[src/rtl/core/hasa_fifo.sv]
`timescale 1ns / 1ps
module hasa_fifo #(
  parameter int W     = 8,
  parameter int DEPTH = 2
) (
  input  logic                       clk,
  input  logic                       rst_n,
  input  logic                       push,
  input  logic [W-1:0]               din,
  input  logic                       pop,
  output logic [W-1:0]               dout,
  output logic                       full,
  output logic                       empty,
  output logic [$clog2(DEPTH+1)-1:0] count
);
  localparam int PW = (DEPTH > 1) ? $clog2(DEPTH) : 1;
  localparam int CW = $clog2(DEPTH + 1);

  logic [W-1:0]  mem_r [DEPTH];
  logic [PW-1:0] wr_ptr_r, rd_ptr_r;
  logic [CW-1:0] cnt_r;
  logic          do_push, do_pop;

  assign full    = (cnt_r == CW'(DEPTH));
  assign empty   = (cnt_r == '0);
  assign count   = cnt_r;
  assign dout    = mem_r[rd_ptr_r];
  assign do_push = push && !full;
  assign do_pop  = pop && !empty;

  // advance pointers and occupancy
  always_ff @(posedge clk) begin
    if (!rst_n) begin
      wr_ptr_r <= '0;
      rd_ptr_r <= '0;
      cnt_r    <= '0;
    end else begin
      if (do_push) wr_ptr_r <= (wr_ptr_r == PW'(DEPTH - 1)) ? '0 : wr_ptr_r + 1'b1;
      if (do_pop)  rd_ptr_r <= (rd_ptr_r == PW'(DEPTH - 1)) ? '0 : rd_ptr_r + 1'b1;
      if (do_push && !do_pop)      cnt_r <= cnt_r + 1'b1;
      else if (do_pop && !do_push) cnt_r <= cnt_r - 1'b1;
    end
  end

  // hold payload
  always_ff @(posedge clk) begin
    if (do_push) mem_r[wr_ptr_r] <= din;
  end
endmodule

[config.mk]
export PLATFORM = sky130hd
export DESIGN_NAME = hasa_fifo
export DESIGN_NICKNAME = d
export VERILOG_FILES = /design/src/rtl/core/hasa_fifo.sv
export SDC_FILE = /design/constraint.sdc
export NUM_CORES = 1
export LEC_CHECK = 0
export BUFFER_PORTS_ARGS = -buffer_cell sky130_fd_sc_hd__buf_2
export CAP_MARGIN = 0
export CORE_MARGIN = 2
export CORE_UTILIZATION = 35
export CTS_CLUSTER_DIAMETER = 120
export CTS_CLUSTER_SIZE = 10
export DETAILED_ROUTE_END_ITERATION = 7
export GPL_ROUTABILITY_DRIVEN = 0
export PLACE_DENSITY_LB_ADDON = 0.2
export SYNTH_ARGS = -nofsm -noshare
export SYNTH_HDL_FRONTEND = slang
export SYNTH_SLANG_ARGS = --single-unit
[constraint.sdc]
create_clock -name clk -period 2.3 [get_ports clk]
set_clock_uncertainty 0.1 [all_clocks]
set_input_delay 0.115 -clock clk [delete_from_list [all_inputs] [get_ports clk]]
set_output_delay 0.115 -clock clk [all_outputs]
set_load 0.005 [all_outputs]
## Word level (Yosys, flattened, before mapping)

Memories as Yosys holds them, arrays and structs flattened. A register that Yosys moved wholly into a read port is not among the register bits.
Cells that the tools add are included.

- $add $sub $neg: 4
- Eq/ne operators: 1
- Mux-type cells: 8
- Reduce and logical (&&, ||, !) cells: 10

Operators with widths:

| cell | count |
|---|---|
| $mux 1 | 6 |
| $logic_and 1x1->1 | 4 |
| $logic_not 1->1 | 4 |
| $mux 2 | 2 |
| $add 1x1->1 const B | 2 |
| $add 2x1->2 const B | 1 |
| $eq 2x2->1 const B | 1 |
| $logic_not 2->1 | 1 |
| $reduce_bool 2->1 | 1 |
| $sub 2x1->2 const B | 1 |

- Register bits after elaboration: 4
- RAM bits: 16
- Bits of input ports: 12
- Output and inout bits: 12
- Word-level logic and storage cells: 27
- Memories: 1

Memories:

| memory | words | bits a word | rd ports | clocked after Yosys merged registers in | wr ports | line | RTL |
|---|---|---|---|---|---|---|---|
| mem_r | 2 | 8 | 1 | 1 | 1 | 19 | `logic [W-1:0] mem_r [DEPTH];` |

## Logic depth before layout (Yosys ltp)

- Depth after elaboration: 7
- Depth in mapped cells: 7
- Gate-level depth less buffers: 7

## Worst setup path before layout

OpenSTA, ideal clock, no wires.

- Path type: reg2reg
- Start: reg cnt_r[0] (netlist: count[0])
- End: reg cnt_r[1] (netlist: count[1])
- Arrival: 1.425 ns
- Slack: 0.705 ns
- Stages on the path, launching flop included: 7
- Buffers on the path: 0
- Clock period less this slack: 1.595 ns
- Path through: dfxtp_1 nand2b_1 inv_2 nor2_1 ha_1 or3_1 a21boi_1

- Word-level cells in the longest chain between the ends: 6
- Elaborated cells on any way between the ends: 15
- Those cells by class: 2 x add/sub; 1 x eq/ne; 2 x mux; 10 x reduce/logical

RTL lines:

| element | line | RTL |
|---|---|---|
| start: declaration | 21 | `logic [CW-1:0] cnt_r;` |
| start signal: assignment | 40 | `if (do_push && !do_pop) cnt_r <= cnt_r + 1'b1;` |
| start signal: assignment | 41 | `else if (do_pop && !do_push) cnt_r <= cnt_r - 1'b1;` |
| $eq 2x2->1 (*) | 24 | `assign full = (cnt_r == CW'(DEPTH));` |
| named net full | 12 | `output logic full,` |
| $logic_not 1->1 (*) | 28 | `assign do_push = push && !full;` |
| $logic_and 1x1->1 (*) | 28 |  |
| $logic_not 1->1 | 41 |  |
| $logic_and 1x1->1 | 41 |  |
| $reduce_bool 2->1 (no line) | - |  |

The timed path passes the listed nets; every way through them passes the cells marked *. The select of a mux whose other input is x is not followed.
A chain may end at the register's enable or synchronous reset.

## Worst setup path after layout

- Start: reg cnt_r[0] (netlist: count[0])
- End: reg cnt_r[1] (netlist: count[1])

- Word-level cells in the longest chain between the ends: 6
- Elaborated cells on any way between the ends: 15
- Those cells by class: 2 x add/sub; 1 x eq/ne; 2 x mux; 10 x reduce/logical

RTL lines:

| element | line |
|---|---|
| $eq 2x2->1 / $logic_not 2->1 (equally long branches) | 24, 25 |
| $logic_not 1->1, on equally long branches | 28, 29 |
| $logic_and 1x1->1, on equally long branches | 28, 29 |
| $logic_not 1->1, on equally long branches | 41, 40 |
| $logic_and 1x1->1, on equally long branches | 41, 40 |
| $reduce_bool 2->1 (no line) / $mux 2 (equally long branches) | - |

Several ways; a longest one is shown, not always the timed one. The select of a mux whose other input is x is not followed.

==> reports/metrics.cfg <==
[floorplan]
ios=24
die_w_um=52.1
die_area_sq_um=2710
core-area_sq_um=2190
start_util_pct=37.0
die_y_um=52.1
row_count=17

[global_routing]
track_usage_pct=10.9
grt_antenna_before_repair=0
grt_pass1_vias=433
grt_max_degree=12
grt_pass1_wl_um=2020
overflow=0

[timing]
finalSetupViolations=0
setup_tns_ns=0
fmax_mhz=589
rsz0062_at_grt=no
timing.slew.headroom_pct=75.4
finalHoldViolCount=0
worst_slew_pin_slew_ns=0.369
min_period_over_period_pct=73.8
fin_hold_ws_ns=0.0825
period_minus_slack_ns=1.70
slew_violations=0

[cts]
clock-root-buffer=clkbuf_4
cts_buffers=3
clock_sinks=21
clock_path_buffers=2
clock_latency_ns=0.29
clkTransAtPathRegs_ns=0.11
htree_levels=1
cts_tree=yes

[drt]
ant_nets=0
routed_wl_um=1260
dr.pass1.iters=4
wl_per_cell_um=11.1
vias_per_cell=4.43
drt-initial-drc-count=13
dr_total_vias=505
drc_errors=0

[synthesis]
ys_seq_area_share_pct=71.7
ys_ff_latch=21
syn-cell-area_sq_um=810
avgSynthCellArea_sq_um=16.2
yosys_warnings=0
ys_top_cells_by_area=edfxtp_1 (59%), dfxtp_1 (12%), mux2_2 (11%)
synth_top_area_share_pct=59.4
syn_nets=63
synthCells=50
yosys.area.top_type=edfxtp_1
ys_types=20

[cells_and_area]
drive_gt1_share_pct=43.0
multi_input_area_sq_um=216
area_growth_syn_to_layout_pct=33.2
nets=100
antenna_cells=0
seqCellArea_sq_um=581
fillers=188

[critical_path]
startpoint_type=register
worst-path-max-fanout=6
endpoint_kind=register
crit_arrival_ns=1.83
worstSetupPathType=reg -> reg
crit_required_ns=2.43

[hold_path]
hold_class=in -> reg

[run_status]
status=finished clean

[power]
ir_worst_vdd_mv=0.511
p_per_area_nw_per_um2=954
cellLeakagePower_nw=0.431

[placed_design]
dp_hpwl_um=864
portBuffers=23

[run]
drv_cap=0

[state kept, by name (all words and copies together), names as in the netlist, named ones only]
name      cells
count         2
wr_ptr_r      1
mem_r        16
rd_ptr_r      1
[power by group]
part | leakage (nW) | internal (mW) | switching [mW]
sequential | 0.191 | 0.484 | 0.0535
combinational | 0.226 | 0.188 | 0.133
clock | 0.0150 | 0.0674 | 0.103
total | 0.431 | 0.739 | 0.290
[routing by layer]
metal | track usage [%] | vias up | wire [um]
li1 | - | 257 | -
met1 | 15.3 | 231 | 648
met2 | 14.3 | 15 | 532
met3 | 2.59 | 2 | 74
met4 | 7.89 | 0 | 8
met5 | 0 | - | 0
[layout make-up]
cell class                 count  share of cell area (%)
sequential                    21                    53.8
multi-input combinational     26                    20.1
timing repair buffer          33                    19.7
tap                           28                    3.25
clock buffer                   4                    2.44
inverter                       2                   0.696
[through the flow]
step | power (mW) | setup slack (ns) | instance area (sq um) | util (%) | std cells
2_1_floorplan | 0.737 | 0.705 | 810 | - | 50
3_3_place_gp | 0.855 | 0.690 | 962 | 43.9 | 101
3_5_place_dp | 0.860 | 0.611 | 962 | 43.9 | 101
4_1_cts | 1.04 | 0.594 | 1080 | 49.2 | 114
5_1_grt | 1.11 | 0.428 | 1080 | 49.2 | 114
6_report | 1.03 | 0.602 | 1080 | 49.2 | 114
[synth_stat cells (all sizes together)]
cell	instances
buf	1
and3	1
or3	1
o21a	1
edfxtp	16
nor2	2
xnor2	2
dfxtp	5
nor3	1
and2	3
o21ai	2
ha	1
mux2	8
xor2	1
inv	2
nand2b	1
a21boi	2
[final timing paths]
check | startpoint | to | slack, ns | cells after the start
setup reg to reg | count[0] | count[1] | 0.60 | 6
hold reg to reg | count[1] | count[1] | 0.45 | 2
hold / removal | push | wr_ptr_r | 0.08 | 3
setup / recovery | count[0] | count[1] | 0.60 | 6
[layout by cell type, fill, tap and decap left out]
cell           instances
nor3_2                 1
xor2_1                 1
and3_1                 1
a21boi_1               1
o21a_1                 1
dfxtp_1                5
mux2_2                 8
dlygate4sd3_1          9
nand2b_1               1
nor2_1                 2
clkbuf_1               1
inv_2                  1
and2_1                 3
edfxtp_1              16
o21ai_0                1
clkbuf_4               3
xnor2_1                2
buf_4                  1
inv_1                  1
o21ai_1                1
a21boi_0               1
ha_1                   1
or3_1                  1
buf_2                 23
[kinds of logic after synthesis]
group / share of synthesized area (%)
buffers and inverters: 1.54
flip-flops: 71.7
multiplexers: 11.1
AO/OA/AOI/OAI: 4.02
XOR/XNOR: 3.25
adder cells (fa/ha/maj): 1.55
AND/OR/NAND/NOR: 6.80
[worst max-delay path, cell delays in order, from the launching register on]
cell	delay, ns
dfxtp_1	0.45
nand2b_1	0.18
inv_2	0.06
nor2_1	0.10
ha_1	0.26
or3_1	0.35
a21boi_1	0.14
[what timing repair did]
action	4_1_cts	5_1_grt
endpoints found under the hold margin	20	0
hold buffers	9	0
buffers inserted	0	0
gates resized for setup	0	0
No activity file was read; power rests on OpenSTA's default activity.
