--- config.mk ---
export PLATFORM = sky130hd
export DESIGN_NAME = hasa_front_flat
export DESIGN_NICKNAME = d
export VERILOG_FILES = /design/src/rtl/core/hasa_pkg.sv /design/src/rtl/core/hasa_if.sv /design/src/rtl/core/hasa_fifo.sv /design/src/rtl/core/hasa_front.sv /design/src/flat_wrapper.sv
export SDC_FILE = /design/constraint.sdc
export NUM_CORES = 1
export LEC_CHECK = 0
export BUFFER_PORTS_ARGS = -buffer_cell sky130_fd_sc_hd__buf_2
export CAP_MARGIN = 20
export CORE_MARGIN = 5
export CORE_UTILIZATION = 30
export CTS_BUF_LIST = sky130_fd_sc_hd__clkbuf_16
export DETAILED_ROUTE_END_ITERATION = 16
export REMOVE_ABC_BUFFERS = 1
export SYNTH_ARGS = -nofsm -noshare
export SYNTH_HDL_FRONTEND = slang
export SYNTH_SLANG_ARGS = --single-unit
--- constraint.sdc ---
create_clock -name clk -period 10.5 [get_ports clk]
set_input_delay 3.15 -clock clk [delete_from_list [all_inputs] [get_ports clk]]
set_output_delay 3.15 -clock clk [all_outputs]
set_load 0.02 [all_outputs]
--- src/rtl/core/hasa_pkg.sv ---
`timescale 1ns / 1ps
package hasa_pkg;

  localparam int TEMP_W    = 24;
  localparam int ROW_W     = 12;
  localparam int COL_W     = 14;
  localparam int OCOL_W    = 10;
  localparam int GW_W      = 11;
  localparam int DT_W      = 16;
  localparam int CFG_W     = 16;
  localparam int CFG_IDX_W = 2;
  localparam int OUT_DEPTH = 4;
  localparam int MAX_RES   = 3;

  typedef enum logic [CFG_IDX_W-1:0] {
    REG_GRID_WIDTH,
    REG_GRID_HEIGHT,
    REG_TIME_STEP,
    REG_COND_COEFF
  } cfg_reg_t;

  typedef enum logic [1:0] {
    BK_IDLE,
    BK_READ,
    BK_ISSUE,
    BK_DRAIN
  } back_state_t;

  typedef logic signed [TEMP_W-1:0] temp_t;

  // Effective geometry and coefficients seen by the datapath
  typedef struct packed {
    logic [COL_W-1:0] width;
    logic [ROW_W-1:0] height;
    logic [DT_W-1:0]  dt;
    logic [DT_W-1:0]  kc;
  } geom_cfg_t;

  // One classified request between front and back
  typedef struct packed {
    temp_t            t;
    temp_t            wx;
    temp_t            wy;
    logic [ROW_W-1:0] row;
    logic [COL_W-1:0] col;
  } cell_req_t;

  // One cell update handed to the arithmetic pipe
  typedef struct packed {
    temp_t             ctr;
    temp_t             up;
    temp_t             dn;
    temp_t             lf;
    temp_t             rt;
    temp_t             wx;
    temp_t             wy;
    logic              hu;
    logic              hd;
    logic              hl;
    logic              hr;
    logic [ROW_W-1:0]  row;
    logic [OCOL_W-1:0] col;
    logic              last;
    logic              fe;
  } cell_job_t;

  typedef struct packed {
    temp_t             new_temp;
    logic [ROW_W-1:0]  cell_row;
    logic [OCOL_W-1:0] cell_col;
    logic              last_of_run;
    logic              frame_end;
  } result_t;

  // Q0.16 reciprocal of the neighbor count
  function automatic logic [16:0] recip_q16(input logic [2:0] cnt);
    logic [16:0] r;
    begin
      case (cnt)
        3'd2:    r = 17'd32768;
        3'd3:    r = 17'd21845;
        3'd4:    r = 17'd16384;
        default: r = 17'd0;
      endcase
      recip_q16 = r;
    end
  endfunction

  // Arithmetic shift right with rounding to nearest, ties away from zero
  function automatic logic signed [63:0] round_sh(input logic signed [63:0] x, input int s);
    logic [63:0] u;
    logic [63:0] r;
    begin
      u = x[63] ? 64'(-x) : 64'(x);
      r = (u + (64'd1 << (s - 1))) >> s;
      round_sh = x[63] ? -signed'(r) : signed'(r);
    end
  endfunction

endpackage

--- src/rtl/core/hasa_if.sv ---
`timescale 1ns / 1ps
interface hasa_in_if import hasa_pkg::*; ();
  logic  valid;
  logic  ready;
  temp_t cell_temp;
  temp_t wind_row_comp;
  temp_t wind_col_comp;

  modport source (output valid, cell_temp, wind_row_comp, wind_col_comp, input ready);
  modport sink (input valid, cell_temp, wind_row_comp, wind_col_comp, output ready);
endinterface


--- src/rtl/core/hasa_fifo.sv ---
`timescale 1ns / 1ps
module hasa_fifo #(
  parameter int W     = 8,
  parameter int DEPTH = 2
) (
  input  logic                       clk,
  input  logic                       rst_n,
  input  logic                       push,
  input  logic [W-1:0]               din,
  input  logic                       pop,
  output logic [W-1:0]               dout,
  output logic                       full,
  output logic                       empty,
  output logic [$clog2(DEPTH+1)-1:0] count
);
  localparam int PW = (DEPTH > 1) ? $clog2(DEPTH) : 1;
  localparam int CW = $clog2(DEPTH + 1);

  logic [W-1:0]  mem_r [DEPTH];
  logic [PW-1:0] wr_ptr_r, rd_ptr_r;
  logic [CW-1:0] cnt_r;
  logic          do_push, do_pop;

  assign full    = (cnt_r == CW'(DEPTH));
  assign empty   = (cnt_r == '0);
  assign count   = cnt_r;
  assign dout    = mem_r[rd_ptr_r];
  assign do_push = push && !full;
  assign do_pop  = pop && !empty;

  // advance pointers and occupancy
  always_ff @(posedge clk) begin
    if (!rst_n) begin
      wr_ptr_r <= '0;
      rd_ptr_r <= '0;
      cnt_r    <= '0;
    end else begin
      if (do_push) wr_ptr_r <= (wr_ptr_r == PW'(DEPTH - 1)) ? '0 : wr_ptr_r + 1'b1;
      if (do_pop)  rd_ptr_r <= (rd_ptr_r == PW'(DEPTH - 1)) ? '0 : rd_ptr_r + 1'b1;
      if (do_push && !do_pop)      cnt_r <= cnt_r + 1'b1;
      else if (do_pop && !do_push) cnt_r <= cnt_r - 1'b1;
    end
  end

  // hold payload
  always_ff @(posedge clk) begin
    if (do_push) mem_r[wr_ptr_r] <= din;
  end
endmodule

--- src/rtl/core/hasa_front.sv ---
`timescale 1ns / 1ps
module hasa_front import hasa_pkg::*; (
  input  logic      clk,
  input  logic      rst_n,
  input  geom_cfg_t cfg,
  input  logic      restart,
  hasa_in_if.sink   in_ch,
  input  logic      q_pop,
  output logic      q_empty,
  output cell_req_t q_req
);
  logic [ROW_W-1:0] row_r, row_nxt, r_cur, r_inc;
  logic [COL_W-1:0] col_r, col_nxt, c_cur, c_inc;
  logic             outside, accept, q_full;
  cell_req_t        req;

  // restart the frame when the counters left the grid
  assign outside = (row_r >= cfg.height) || (col_r >= cfg.width);
  assign r_cur   = outside ? '0 : row_r;
  assign c_cur   = outside ? '0 : col_r;
  assign r_inc   = r_cur + 1'b1;
  assign c_inc   = c_cur + 1'b1;
  assign accept  = in_ch.valid && in_ch.ready;
  assign in_ch.ready = !q_full;

  always_comb begin
    row_nxt = row_r;
    col_nxt = col_r;
    if (restart) begin
      row_nxt = '0;
      col_nxt = '0;
    end else if (accept) begin
      if (c_inc >= cfg.width) begin
        col_nxt = '0;
        row_nxt = (r_inc >= cfg.height) ? '0 : r_inc;
      end else begin
        row_nxt = r_cur;
        col_nxt = c_inc;
      end
    end
  end

  always_ff @(posedge clk) begin
    if (!rst_n) begin
      row_r <= '0;
      col_r <= '0;
    end else begin
      row_r <= row_nxt;
      col_r <= col_nxt;
    end
  end

  // tag the request with its position
  always_comb begin
    req.t   = in_ch.cell_temp;
    req.wx  = in_ch.wind_row_comp;
    req.wy  = in_ch.wind_col_comp;
    req.row = r_cur;
    req.col = c_cur;
  end

  logic [$clog2(3)-1:0] q_cnt;

  hasa_fifo #(.W($bits(cell_req_t)), .DEPTH(2)) u_queue (
    .clk   (clk),
    .rst_n (rst_n),
    .push  (accept),
    .din   (req),
    .pop   (q_pop),
    .dout  (q_req),
    .full  (q_full),
    .empty (q_empty),
    .count (q_cnt)
  );
endmodule

--- src/flat_wrapper.sv ---
// flat-port wrapper written by rule: the top's interface ports become plain ports
module hasa_front_flat import hasa_pkg::*;
  (clk, rst_n, cfg, restart, q_pop, q_empty, q_req, in_ch_valid, in_ch_cell_temp, in_ch_wind_row_comp, in_ch_wind_col_comp, in_ch_ready);
  hasa_in_if in_ch_i ();
  input  logic clk;
  input  logic rst_n;
  input  geom_cfg_t cfg;
  input  logic restart;
  input  logic q_pop;
  output logic q_empty;
  output cell_req_t q_req;
  input wire logic [$bits(in_ch_i.valid)-1:0] in_ch_valid;
  input wire logic [$bits(in_ch_i.cell_temp)-1:0] in_ch_cell_temp;
  input wire logic [$bits(in_ch_i.wind_row_comp)-1:0] in_ch_wind_row_comp;
  input wire logic [$bits(in_ch_i.wind_col_comp)-1:0] in_ch_wind_col_comp;
  output wire logic [$bits(in_ch_i.ready)-1:0] in_ch_ready;
  assign in_ch_i.valid = in_ch_valid;
  assign in_ch_i.cell_temp = in_ch_cell_temp;
  assign in_ch_i.wind_row_comp = in_ch_wind_row_comp;
  assign in_ch_i.wind_col_comp = in_ch_wind_col_comp;
  assign in_ch_ready = in_ch_i.ready;
  hasa_front u_core (.clk(clk), .rst_n(rst_n), .cfg(cfg), .restart(restart), .in_ch(in_ch_i), .q_pop(q_pop), .q_empty(q_empty), .q_req(q_req));
endmodule
# Word level (Yosys, flattened, before mapping)
# Memory sizes are Yosys's and may differ from the RTL's. A register that Yosys moved wholly into a read port is not among the register bits.
# Cells that the tools add are included.
dict set report classes {
  addsub 6
  magnitude_cmp 4
  n_eq_ne 1
  mux 13
  n_bitwise 1
  reduce_logical 13
}
# cell n
set ops {}
lappend ops {{12-bit 2-to-1 mux} 3}
lappend ops {{14-bit >= comparator} 2}
lappend ops {{14-bit 2-to-1 mux} 2}
lappend ops {{12-bit >= comparator} 2}
lappend ops {{14-bit by 1-bit adder with 14-bit output, second input constant} 1}
lappend ops {{12-bit by 1-bit adder with 12-bit output, second input constant} 1}
lappend ops {{1-bit 2-to-1 mux} 6}
lappend ops {{1-bit logical AND} 5}
lappend ops {{1-bit zero test} 4}
lappend ops {{2-bit 2-to-1 mux} 2}
lappend ops {{1-bit adder, second input constant} 2}
lappend ops {{2-bit by 1-bit adder with 2-bit output, second input constant} 1}
lappend ops {{2-bit equality test, second input constant} 1}
lappend ops {{2-bit zero test} 1}
lappend ops {{2-bit nonzero test} 1}
lappend ops {{2-bit OR reduction} 1}
lappend ops {{2-bit by 1-bit subtractor with 2-bit output, second input constant} 1}
lappend ops {{1-bit logical OR} 1}
lappend ops {{1-bit inverter} 1}
dict set report totals {
  reg_bits 30
  ram_bits 196
  inputBits 135
  out_inout_bits 100
  elab_cells 44
  n_memories 1
}
# name depth width rd rd_ports_with_merged_regs wr line
set mem_list {}
lappend mem_list {u_core.u_queue.mem_r 2 98 1 1 1 hasa_fifo.sv:19} ;# logic [W-1:0] mem_r [DEPTH];

# Logic depth before layout (Yosys ltp)
dict set report logic_depth {
  word_depth 8
  depth_mapped 26
  mapped_depth_nobuf 22
}

# Cells and area by module
# Synthesis repeated with hierarchy kept, for this count alone.
dict set report unflattened {
  cells_unflattened 690
  hier_area_um2 10202.3
}
# mod instances cells_per_inst area_per_inst_um2 seq_area_each_um2
set by_module_without_submodules {}
lappend by_module_without_submodules {hasa_fifo 1 330 7378.3 5985.7}
lappend by_module_without_submodules {hasa_front 1 360 2824.0 520.5}

# Worst setup path before layout
# No wires, ideal clock.
dict set report synth_timing {
  path_type {input-to-reg}
  start {in in_ch_valid}
  end {mem u_core.u_queue.mem_r[0][0] in the netlist's numbering (enable)}
  setup_time_ps 558
  arrival_ps 7524
  required_time_ps 9942
  slack_ps 2419
  cell_stages 3
  path_buffers 1
  cell_sequence {nand2_1 > clkbuf_1 > nor2_1}
}
dict set report synth_between {
  elab_chain_len 4
}
# element line
set synth_rtl {}
lappend synth_rtl {{start: declaration} flat_wrapper.sv:12} ;# input wire logic [$bits(in_ch_i.valid)-1:0] in_ch_valid;
lappend synth_rtl {{1-bit logical AND} hasa_front.sv:23} ;# assign accept = in_ch.valid && in_ch.ready;
lappend synth_rtl {{1-bit logical AND} hasa_fifo.sv:28} ;# assign do_push = push && !full;
lappend synth_rtl {{1-bit 2-to-1 mux} hasa_fifo.sv:47} ;# if (do_push) mem_r[wr_ptr_r] <= din;
lappend synth_rtl {{1-bit 2-to-1 mux (not written as such)} hasa_fifo.sv:47}
lappend synth_rtl {{end: declaration} hasa_fifo.sv:19}
# Every way passes these cells.

# Final worst setup path
dict set report layout_timing {
  start {in cfg[41] in the netlist's numbering}
  end {reg u_core.row_r[7]}
}
dict set report layout_between {
  elab_cells_between_ends 10
  cone_classes {add/sub (2); order compare (3); mux (4); reduce/logical (1)}
}
# element line
set layout_lines {}
lappend layout_lines {{start: declaration} flat_wrapper.sv:7} ;# input geom_cfg_t cfg;
lappend layout_lines {{12-bit >= comparator} hasa_front.sv:18} ;# assign outside = (row_r >= cfg.height) || (col_r >= cfg.width);
lappend layout_lines {{1-bit logical OR} hasa_front.sv:18}
lappend layout_lines {{14-bit 2-to-1 mux} hasa_front.sv:20} ;# assign c_cur = outside ? '0 : col_r;
lappend layout_lines {{via u_core.c_cur[0]} hasa_front.sv:13} ;# logic [COL_W-1:0] col_r, col_nxt, c_cur, c_inc;
lappend layout_lines {{14-bit by 1-bit adder with 14-bit output} hasa_front.sv:22} ;# assign c_inc = c_cur + 1'b1;
lappend layout_lines {{14-bit >= comparator} hasa_front.sv:33} ;# if (c_inc >= cfg.width) begin
lappend layout_lines {{12-bit 2-to-1 mux} hasa_front.sv:33}
lappend layout_lines {{end signal: assignment} hasa_front.sv:48} ;# row_r <= row_nxt;
lappend layout_lines {{end: declaration} hasa_front.sv:12} ;# logic [ROW_W-1:0] row_r, row_nxt, r_cur, r_inc;
# The timed path passes the listed nets, and every way through them passes these cells.
# A chain may end at the register's enable or synchronous reset.

==> impl_metrics.ini <==
[power_and_ir_drop]
seqPwrFrac_pct = 44.0
p_leak_nw = 4.93
p_sw_mw = 0.754
p_comb_share_pct = 24.2
total_power_mw = 2.60
ir_drop_mv = 0.0998
power_density_nw_per_um2 = 209
p_clk_share_pct = 31.8
p_int_mw = 1.85
swShare_pct = 29.0

[final_layout]
multi_input_area_sq_um = 3360
layout-drive-gt1-share_pct = 36.8
final_common_cell = buf_2
ff_latch_area_sq_um = 6510
n_antenna_cell = 0
area_growth_pct = 23.0
fin_area_sq_um = 12400
fillers = 3211
final_util_pct = 37.2
layout_common_cells = buf_2 (202), edfxtp_1 (196), mux2_2 (98), ha_1 (55), nor2_1 (48)
final_nets = 1116
instances_no_fill = 1392

[sta]
setup_viol = 0
fin_skew_ns = 0.0164
hold_viol_final = 0
holdWs_ns = 0.516
final.period_utilization_pct = 76.3
fmax_mhz = 125
fin_setup_tns_ns = 0
maxSlewHeadroom_pct = 40.2
fin_ws_ns = 2.49
tightest_slew_ns = 0.875
finalCriticalPeriod_ns = 8.01
rsz0062_at_grt = no
drv_slew = 0

[cts]
clock_latency_ns = 0.51
numClockSinks = 227
cts_setup_buffers = 0
cts_made_buffers = 24
cts_hold_buf = 0
cts_tree = done
clkTransAtPathRegs_ns = 0.06
htreeDepth = 1
cts_root_buf = clkbuf_16
cts_resized = 0
cts_buffer_depth = 3

[routing]
antenna_left = 0
drt-pass1-iter-count = 4
drtIter0Drc = 213
viasPerCell = 4.56
vias = 6349
wl_per_cell_microns = 16.4
routed_wl_microns = 22800
drc = 0

[outcome]
status = complete, no violations

[synth]
synth_top_area_cell = edfxtp_1
yosys-top-cells-area = edfxtp_1 (58%), mux2_2 (11%), ha_1 (6.8%)
syn-instance-count = 714
synth_cell_types = 49
syn_area_sq_um = 10100
yosysTopAreaCellShare_pct = 58.1
synth_warnings = 0
async_reset_ff_share_pct = 0
ys_seq_elements = 227
synth-edff-count = 196
synth-seq-area-share_pct = 64.3
syn_area_per_cell_sq_um = 14.2
synthFlopType = edfxtp_1

[global_route]
grt_overflow_total = 0
grt_pass1_vias = 6345
grtUsageTotal_pct = 11.5
antenna_found_initial = 0
grt_max_degree = 60
grt_pass1_wl_microns = 35200

[worst_setup_path]
crit_fanout = 17
crit_top_cell = nor2_1
worstPathRequired_ns = 10.93
max_stage_delay_ns = 0.65
cp.arrival_ns = 8.44
slowest_stage = nor2_1
crit_chain = buf_2 -> inv_1 -> ha_1 -> a211oi_2 -> nor2_1 -> a2111o_1 -> nor3_4 -> buf_4 -> nand2_2 -> nor2_1 -> ha_1 -> nand3_1 -> nor2_1 -> and3_1 -> xnor2_1 -> nor2_1 -> ha_1 -> nand4_1 -> a211oi_1 -> o2111ai_1 -> and3_1 -> nor2_1 -> o211ai_1 -> o21ai_1
crit_type = in -> reg
start_kind = input port
r2r_setup_slack_ns = 4.78
endpoint_kind = register

[die]
core_sq_um = 33400
die_w_microns = 194
die_h_microns = 194
start_util_pct = 30.3
io-pin-count = 235
die_area_sq_um = 37500
core.rowCount = 67

[place]
io_buffer_count = 202
place_area_sq_um = 11700
placed_cells = 1348
routabilityCongestion = 0.864
post-place-ws_ns = 1.98
post-dp-hpwl_microns = 16400

[min_path]
hp-class = reg -> reg

[run]
maxCapViolations = 0
==> sequential cells by signal (all words and copies together), names as in the netlist, named ones only <==
signal and count:
u_core.u_queue.wr_ptr_r 1, u_core.u_queue.rd_ptr_r 1, u_core.u_queue.mem_r 196, u_core.u_queue.count 2
u_core.col_r 14, u_core.row_r 12
==> cell families after synthesis <==
logic type,after synthesis,synth area share [%]
AOI/OAI and AO/OA,89,5.85
xor gates and xnor gates,19,1.64
adders and majority gates,55,6.80
buffers and inverters,68,2.66
DFF,227,64.3
muxes,98,10.9
and+or+nand+nor,158,7.87
==> power groups by stage <==
stage          clock network, mW  logic [mW]  registers (mW)
2_1_floorplan                  0       0.409            1.18
3_3_place_gp                   0       0.640            1.16
3_5_place_dp                   0       0.642            1.17
4_1_cts                    0.863       0.646            1.15
5_1_grt                    0.899       0.675            1.16
6_report                   0.827       0.631            1.14
==> path summary, 6_finish.rpt <==
| kind | start | end | cells after the start |
|---|---|---|---|
| max | cfg[41] | u_core.row_r[7] | 24 |
| min | u_core.col_r[13] | u_core.col_r[13] | 2 |
| max reg2reg | u_core.row_r[0] | u_core.row_r[7] | 23 |
| min reg2reg | u_core.col_r[13] | u_core.col_r[13] | 2 |
==> metal layers <==
metal / global-route usage (%) / part of all wire, % / up-vias
li1: - / - / 3120
met4: 3.07 / 1.6 / 0
met1: 15.2 / 45 / 3018
met3: 2.36 / 6.1 / 28
met2: 19.3 / 48 / 183
met5: 0 / 0 / -
==> critical path: cells and delay by family <==
family / cells / cell delay, ns
xor gates and xnor gates: 1 / 0.14
adders and majority gates: 3 / 0.96
AOI/OAI and AO/OA: 6 / 1.40
and+or+nand+nor: 11 / 2.40
buffers and inverters: 3 / 0.36
==> synthesized netlist by cell type (5+ instances only) <==
cell type,n
edfxtp_1,196
mux2_2,98
ha_1,55
nor2_1,49
inv_1,44
dfxtp_1,31
nand2_1,24
a21oi_1,23
and3_1,20
nand3_1,19
clkbuf_1,16
o21ai_0,13
xnor2_1,13
nand4_1,10
nand2b_1,9
a31oi_1,8
and2_1,8
o2bb2ai_1,6
xor2_1,6
buf_2,5
o211ai_1,5
o21a_1,5
or3_1,5
==> cell type report <==
type | count | share of cell area [%]
Sequential cell | 227 | 52.3
Multi-Input combinational cell | 419 | 27.0
Timing Repair Buffer | 210 | 8.60
Clock buffer | 25 | 5.03
Tap cell | 448 | 4.50
Inverter | 44 | 1.33
Clock inverter | 19 | 1.27
No activity file was read; power rests on OpenSTA's default activity.
